`src/rtl/core/cau_pkg.sv`:
```
// Shared types, constants and helpers for the complex arithmetic unit.
package cau_pkg;

  localparam int DataWidth   = 16;
  localparam int FracBits    = 8;
  localparam int MaxExponent = 15;
  localparam int ProdWidth   = 2 * DataWidth + 2;
  localparam int NumWidth    = ProdWidth + FracBits + 1;
  localparam int DenWidth    = 2 * DataWidth + 1;

  typedef logic signed [DataWidth-1:0] data_t;

  typedef enum logic [3:0] {
    CmdAdd  = 4'd0,
    CmdSub  = 4'd1,
    CmdMul  = 4'd2,
    CmdDiv  = 4'd3,
    CmdConj = 4'd4,
    CmdNeg  = 4'd5,
    CmdMag  = 4'd6,
    CmdPow  = 4'd7,
    CmdCmp  = 4'd8
  } cmd_e;

  // Datapath operations issued by the controller.
  typedef enum logic [2:0] {
    OpNone,
    OpLoad,
    OpSimple,
    OpMulRe,
    OpMulIm,
    OpDivSetup,
    OpDivStep,
    OpSqrtStep
  } op_e;

  typedef struct packed {
    op_e        op;
    logic       pow_acc;
    logic       div_im;
    logic [5:0] step;
  } dp_cmd_t;

  typedef struct packed {
    logic [3:0] cmd;
    logic [3:0] exponent;
    logic       den_zero;
  } dp_status_t;

  function automatic logic signed [DataWidth-1:0] sat_wide(
    input logic signed [NumWidth-1:0] v, output logic flag);
    logic signed [NumWidth-1:0] mx;
    logic signed [NumWidth-1:0] mn;
    mx = NumWidth'((64'sd1 <<< (DataWidth - 1)) - 64'sd1);
    mn = -mx - NumWidth'(1);
    flag = 1'b0;
    if (v > mx) begin
      flag = 1'b1;
      return mx[DataWidth-1:0];
    end
    if (v < mn) begin
      flag = 1'b1;
      return mn[DataWidth-1:0];
    end
    return v[DataWidth-1:0];
  endfunction

endpackage

```
`src/rtl/core/cau_ctrl.sv`:
```
// Controller: sequences datapath steps for each command and runs the handshake.
module cau_ctrl (
  input  logic                clk_i,
  input  logic                rst_ni,
  input  logic                in_valid_i,
  output logic                in_ready_o,
  output logic                out_valid_o,
  input  logic                out_ready_i,
  input  cau_pkg::dp_status_t status_i,
  output cau_pkg::dp_cmd_t    dp_cmd_o
);
  import cau_pkg::*;

  typedef enum logic [3:0] {
    StIdle, StFirst, StMulRe, StMulIm, StDivSetup, StDivStep, StSqrtSetup,
    StSqrtStep, StDone
  } state_e;

  state_e     state_q;
  logic [5:0] step_q;
  logic       im_q;
  logic [3:0] cnt_q;

  always_comb begin
    dp_cmd_o = '{op: OpNone, pow_acc: 1'b0, div_im: im_q, step: step_q};
    case (state_q)
      StIdle:      if (in_valid_i) dp_cmd_o.op = OpLoad;
      StFirst:     dp_cmd_o.op = OpSimple;
      StMulRe: begin
        dp_cmd_o.op = OpMulRe;
        dp_cmd_o.pow_acc = (status_i.cmd == CmdPow);
      end
      StMulIm: begin
        dp_cmd_o.op = OpMulIm;
        dp_cmd_o.pow_acc = (status_i.cmd == CmdPow);
      end
      StDivSetup, StSqrtSetup: dp_cmd_o.op = OpDivSetup;
      StDivStep:   dp_cmd_o.op = OpDivStep;
      StSqrtStep:  dp_cmd_o.op = OpSqrtStep;
      default: ;
    endcase
  end

  assign in_ready_o  = (state_q == StIdle);
  assign out_valid_o = (state_q == StDone);

  always_ff @(posedge clk_i or negedge rst_ni) begin
    if (!rst_ni) begin
      state_q <= StIdle;
      step_q  <= '0;
      im_q    <= 1'b0;
      cnt_q   <= '0;
    end else begin
      case (state_q)
        StIdle: if (in_valid_i) state_q <= StFirst;
        StFirst: begin
          step_q <= '0;
          im_q   <= 1'b0;
          cnt_q  <= 4'd1;
          case (status_i.cmd)
            CmdMul: state_q <= StMulRe;
            CmdDiv: state_q <= status_i.den_zero ? StDone : StDivSetup;
            CmdMag: state_q <= StSqrtSetup;
            CmdPow: state_q <= (status_i.exponent > 4'd1) ? StMulRe : StDone;
            default: state_q <= StDone;
          endcase
        end
        StMulRe: state_q <= StMulIm;
        StMulIm: begin
          if (status_i.cmd == CmdPow && cnt_q + 4'd1 < status_i.exponent) begin
            cnt_q   <= cnt_q + 4'd1;
            state_q <= StMulRe;
          end else begin
            state_q <= StDone;
          end
        end
        StDivSetup: begin
          step_q  <= '0;
          state_q <= StDivStep;
        end
        StDivStep: begin
          if (step_q == 6'(NumWidth - 1)) begin
            if (im_q) begin
              state_q <= StDone;
            end else begin
              im_q    <= 1'b1;
              state_q <= StDivSetup;
            end
          end else begin
            step_q <= step_q + 6'd1;
          end
        end
        StSqrtSetup: begin
          step_q  <= '0;
          state_q <= StSqrtStep;
        end
        StSqrtStep: begin
          if (step_q == 6'(DataWidth - 1)) state_q <= StDone;
          else step_q <= step_q + 6'd1;
        end
        StDone: if (out_ready_i) state_q <= StIdle;
        default: state_q <= StIdle;
      endcase
    end
  end

endmodule

```
`config.mk`:
```
export PLATFORM = sky130hd
export DESIGN_NAME = cau_ctrl
export DESIGN_NICKNAME = d
export VERILOG_FILES = /design/src/rtl/core/cau_pkg.sv /design/src/rtl/core/cau_ctrl.sv
export SDC_FILE = /design/constraint.sdc
export NUM_CORES = 1
export LEC_CHECK = 0
export BUFFER_PORTS_ARGS = -buffer_cell sky130_fd_sc_hd__buf_4
export CAP_MARGIN = 30
export CORE_ASPECT_RATIO = 1.2
export CORE_MARGIN = 2
export CORE_UTILIZATION = 41
export CTS_CLUSTER_SIZE = 16
export DETAILED_ROUTE_END_ITERATION = 8
export PLACE_DENSITY = 0.66
export SYNTH_ARGS = -nofsm -noshare
export SYNTH_HDL_FRONTEND = slang
export SYNTH_SLANG_ARGS = --single-unit
```
`constraint.sdc`:
```
create_clock -name clk_i -period 2.1 [get_ports clk_i]
set_input_delay 0.21 -clock clk_i [delete_from_list [all_inputs] [get_ports clk_i]]
set_output_delay 0.21 -clock clk_i [all_outputs]
set_load 0.02 [all_outputs]
```
======== Word-level counts from Yosys, hierarchy flattened ========
Index checks and enable logic that the tools add are counted.
Widths: inputs -> output; s select.
storage, ports and cells
  bits in registers ....................... 15
  word-level logic and storage cells ...... 61
  input port bits ......................... 13
  output and inout bits ................... 13
cells by class
  magnitude comparators ................... 2
  reductions and logical operators ........ 12
  equal/unequal tests ..................... 21
  muxes and demuxes ....................... 20
  add/subtract/negate cells ............... 2
operators by type and width
  cell                 count
  $mux 4               9
  $pmux 4 s9           1
  $eq 4x3->1 const B   6
  $pmux 3 s7           1
  $pmux 6 s3           1
  $eq 4x2->1 const B   4
  $pmux 4 s4           1
  $mux 6               2
  $ne 2x2->1 const B   6
  $pmux 4 s2           1
  $add 6x1->6 const B  1
  $eq 6x4->1 const B   1
  $eq 6x6->1 const B   1
  $add 4x1->4 const B  1
  $eq 4x1->1 const B   1
  $eq 4x4->1 const B   1
  $gt 4x1->1 const B   1
  $logic_not 4->1      1
  $lt 4x4->1           1
  $reduce_and 2->1     2
  $reduce_and 4->1     1
  $reduce_bool 2->1    2
  $reduce_or 2->1      2
  $mux 1               3
  other kinds (6)      6

======== Depth between registers and ports, before layout ========
  word-level depth ........................ 5
  depth in mapped cells ................... 7
  depth with buffers taken out ............ 7

======== Worst setup path before layout ========
Ideal clock, no wire load.
  kind .................................... flip-flop to flip-flop
  from .................................... register cnt_q[0]
  to ...................................... register cnt_q[0]
  period minus slack after synthesis ...... 1.818 ns
  path buffers ............................ 0
  setup slack ............................. 0.282 ns
  arrival time ............................ 1.687 ns
  library setup time ...................... 0.131 ns
  cell stages (with the launch flop) ...... 7
  required time ........................... 1.969 ns
  path through ............................ dfrtp_1 > ha_1 > ha_1 > a21boi_0 > o31ai_2 > nand3_1 > mux2i_1
between the ends
  word-level cells in the longest chain between the ends .. 5
  elaborated cells on any way between the ends .. 7
  classes of those cells .................. add/sub: 1; order compare: 1; eq/ne: 1; mux: 2; reduce/logical: 2
RTL lines
  what                        RTL line                        source
  start: declaration          cau_ctrl.sv:22                  logic [3:0] cnt_q;
  start signal: assignment    cau_ctrl.sv:71                  cnt_q <= cnt_q + 4'd1;
  $add 4x1->4 (*)             cau_ctrl.sv:70, cau_ctrl.sv:71
  $lt 4x4->1                  cau_ctrl.sv:70                  if (status_i.cmd == CmdPow && cnt_q + 4'd1 < status_i.exponent) begin
  $logic_and 1x1->1           cau_ctrl.sv:70
  $ne 2x2->1 (no line)        -
  $reduce_and 2->1 (no line)  -
Mark *: on every way between the ends. The rest lies on a longest branch, timed or not. The select of a mux whose other input is x is not followed.
A chain may end at the register's enable or synchronous reset.

======== Final worst setup path ========
  from .................................... register cnt_q[1]
  to ...................................... register state_q[3]
between the ends
  word-level cells in the longest chain between the ends .. 5
RTL lines
  what                    RTL line        source
  $add 4x1->4             cau_ctrl.sv:70
  $lt 4x4->1              cau_ctrl.sv:70
  $logic_and 1x1->1       cau_ctrl.sv:70
  $mux 4                  cau_ctrl.sv:70
  $pmux 4 s9              cau_ctrl.sv:54  case (state_q)
  end signal: assignment  cau_ctrl.sv:55  StIdle: if (in_valid_i) state_q <= StFirst;
  end signal: assignment  cau_ctrl.sv:72  state_q <= StMulRe;
  end signal: assignment  cau_ctrl.sv:74  state_q <= StDone;
  end: declaration        cau_ctrl.sv:19  state_e state_q;
Every way passes these cells.

==> results.json <==
{
  "grt_max_degree": 19,
  "cp-startpoint": "cnt_q[1]$_DFFE_PN0P_",
  "synth-seq-cells": 15,
  "critical-path-top-delay-family": "compound AO/OA/AOI/OAI gates",
  "cts_tree": "built",
  "rsz0062_at_grt": "no",
  "gp_congestion": 0.891,
  "crit_type": "reg2reg",
  "dr_total_vias": 1077,
  "num_rows": 21,
  "r2r_end": "state_q[3]$_DFFE_PN0P_",
  "finish.net_count": 178,
  "yosysUniqueCellTypes": 49,
  "outcome": "finished clean",
  "critPathBufInv": 0,
  "synthCells": 131,
  "ir_drop_mv": 0.606,
  "final_cell_mix": "buf_4, dfrtp_1, nand2_1",
  "ys_async_sr_fraction_pct": 100,
  "via_per_inst": 5.61,
  "clock_latency_ps": 280,
  "core_mm2": 0.00281,
  "die_w_um": 53.9,
  "endpoint": "state_q[3]$_DFFE_PN0P_",
  "worstPathRequired_ps": 2270,
  "pin_count": 26,
  "cp_slowest_cell": "dfrtp_1",
  "synth.area.top_cells": "dfrtp_1, mux2i_1, ha_1, nand2_1, buf_6",
  "drive_above_1_share_pct": 27.8,
  "place_hpwl_um": 2080,
  "synth_edf_count": 0,
  "hold_slack_ps": 244,
  "yosysSeqAreaShare_pct": 30.6,
  "path_clk_slew_ps": 100,
  "hold_viol": 0,
  "clock-root-buffer": "clkbuf_4",
  "final_antenna_net_count": 0,
  "yosysWarnings": 0,
  "path_depth": 6,
  "hp-class": "in2reg",
  "p_per_area_mw_per_mm2": 952,
  "drt-initial-drc-count": 36,
  "yosysTopAreaCell": "dfrtp_1",
  "period_share_pct": 93.5,
  "reg2reg_slack_ps": 140,
  "period_minus_slack_ps": 1960,
  "clock_path_buffers": 2,
  "synth_flop_cell": "dfrtp_1",
  "drc": 0,
  "fin_worst_skew_ps": 8.10,
  "rr_worst_depth": 6,
  "fin_tns_setup_ps": 0,
  "maxCapViolCount": 0,
  "end_kind": "register",
  "synth.top_cell.area_share_pct": 30.6,
  "cp.arrival_ps": 2130,
  "utilization_pct": 52.5,
  "port_buffers": 25,
  "initial_core_util_pct": 43.7,
  "r2r_start": "cnt_q[1]$_DFFE_PN0P_",
  "p_leak_nw": 0.704,
  "slew_violations": 0,
  "grt_overflow": 0,
  "firstDrtPassIters": 4,
  "wl_per_cell_um": 14.0,
  "tightest_slew_ps": 528,
  "first_global_vias": 1042,
  "postCtsSetupRepairBufs": 0,
  "layout_commonest_cell": "buf_4",
  "cp_cell_sequence": "ha_4 -> ha_1 -> a21boi_0 -> o31ai_2 -> a21oi_1 -> o311a_1",
  "avgSynthCellArea_um2": 9.37,
  "setup_violations": 0,
  "crit_path_max_fanout": 3,
  "antenna_found_initial": 0,
  "max_stage_delay_ps": 440,
  "grt_pass1_wl_um": 4590,
  "crit_path_start_kind": "register",
  "synth_area_mm2": 0.00123,
  "die_y_um": 63.9,
  "area_growth_pct": 20.3,
  "fmax_ghz": 0.509,
  "cts_buffers": 3,
  "cts_max_level": 1,
  "syn-num-nets": 150,
  "grt_use_total_pct": 17.3,
  "dieArea_mm2": 0.00345,
  "worst_slew_margin_rel_pct": 64.8,
  "insertedDiodeCount": 0,
  "cts_sinks": 15,
  "wl_um": 2680
}
[worst min-delay path: cells and delay by family]
| family | cells | cell delay [ps] |
|---|---|---|
| AND/OR/NAND/NOR | 1 | 60 |
| AO/OA/AOI/OAI | 1 | 110 |
| buffers and inverters | 1 | 100 |
[layer usage]
metal	vias up	share of wire (%)	GRT usage [%]
met5	-	0	0
met4	0	0.49	3.53
met3	2	3.5	2.80
met2	21	47	26.2
met1	509	49	25.4
li1	545	-	-
[worst min-delay path by stage]
stage                            from                endpoint  slack [ps]  cells past startpoint
after CTS                 status_i[5]  state_q[1]$_DFFE_PN0P_         240                      3
final                     status_i[5]  state_q[1]$_DFFE_PN0P_         240                      3
after floorplan                rst_ni    cnt_q[0]$_DFFE_PN0P_         -90                      0
after global placement         rst_ni   step_q[2]$_DFFE_PN0P_          80                      1
after detailed placement       rst_ni   step_q[5]$_DFFE_PN0P_          80                      1
after global routing      status_i[5]  state_q[1]$_DFFE_PN0P_         240                      3
[synthesized netlist by cell type, types with 2 or more instances]
cell and number:
nor3b_1 2, o21a_1 3, nand2b_1 5, o31ai_1 3, nor2b_1 3, nor2_1 7
mux2i_1 8, o22ai_1 2, and3_1 2, o21ai_0 3, nand3_1 7, nand2_1 13
dfrtp_1 15, nor4_1 4, a21oi_1 5, ha_1 6, xor2_1 2, inv_1 7
buf_6 4
[area by class of cell]
type / count / area (um^2)
clock buffer: 4 / 26.3
fill: 255 / 1340
inverter: 7 / 26.3
multi-input combinational: 103 / 786
sequential: 15 / 375
tap: 34 / 42.5
timing repair buffer: 29 / 220
[report_power, final]
| part | total, mW | internal (mW) | switching (mW) |
|---|---|---|---|
| logic | 0.738 | 0.342 | 0.396 |
| registers | 0.499 | 0.349 | 0.150 |
| clock network | 0.169 | 0.0735 | 0.0955 |
| total | 1.41 | 0.765 | 0.642 |
[state kept, by name, summed over array words and instances, names as in the netlist]
signal   count
state_q      4
im_q         1
cnt_q        4
step_q       6
[cells by family (layout without fill, tap and decap cells)]
family | after synthesis | in the layout | share of synthesized area, %
adder cells (fa/ha/maj) | 6 | 6 | 6.12
flip-flops | 15 | 15 | 30.6
AND/OR/NAND/NOR | 54 | 54 | 26.1
XOR/XNOR | 3 | 3 | 2.14
multiplexers | 8 | 8 | 6.52
AO/OA/AOI/OAI | 32 | 32 | 21.7
buffers and inverters | 13 | 40 | 6.83
[stage by stage]
step / setup WS [ps] / instance area (um^2) / std cells / power (mW)
3_5_place_dp: 77.9 / 1420 / 187 / 1.24
2_1_floorplan: 282 / 1230 / 131 / 1.02
5_1_grt: 7.08 / 1480 / 192 / 1.51
6_report: 137 / 1480 / 192 / 1.41
3_3_place_gp: 196 / 1420 / 187 / 1.22
4_1_cts: 82.4 / 1460 / 192 / 1.41
[repair_timing]
| item | in CTS | in global routing |
|---|---|---|
| hold buffers | 1 | 0 |
| endpoints found under the setup margin | 0 | 6 |
| gates resized for setup | 0 | 2 |
| endpoints found under the hold margin | 15 | 0 |
No activity file was read; power rests on OpenSTA's default activity.
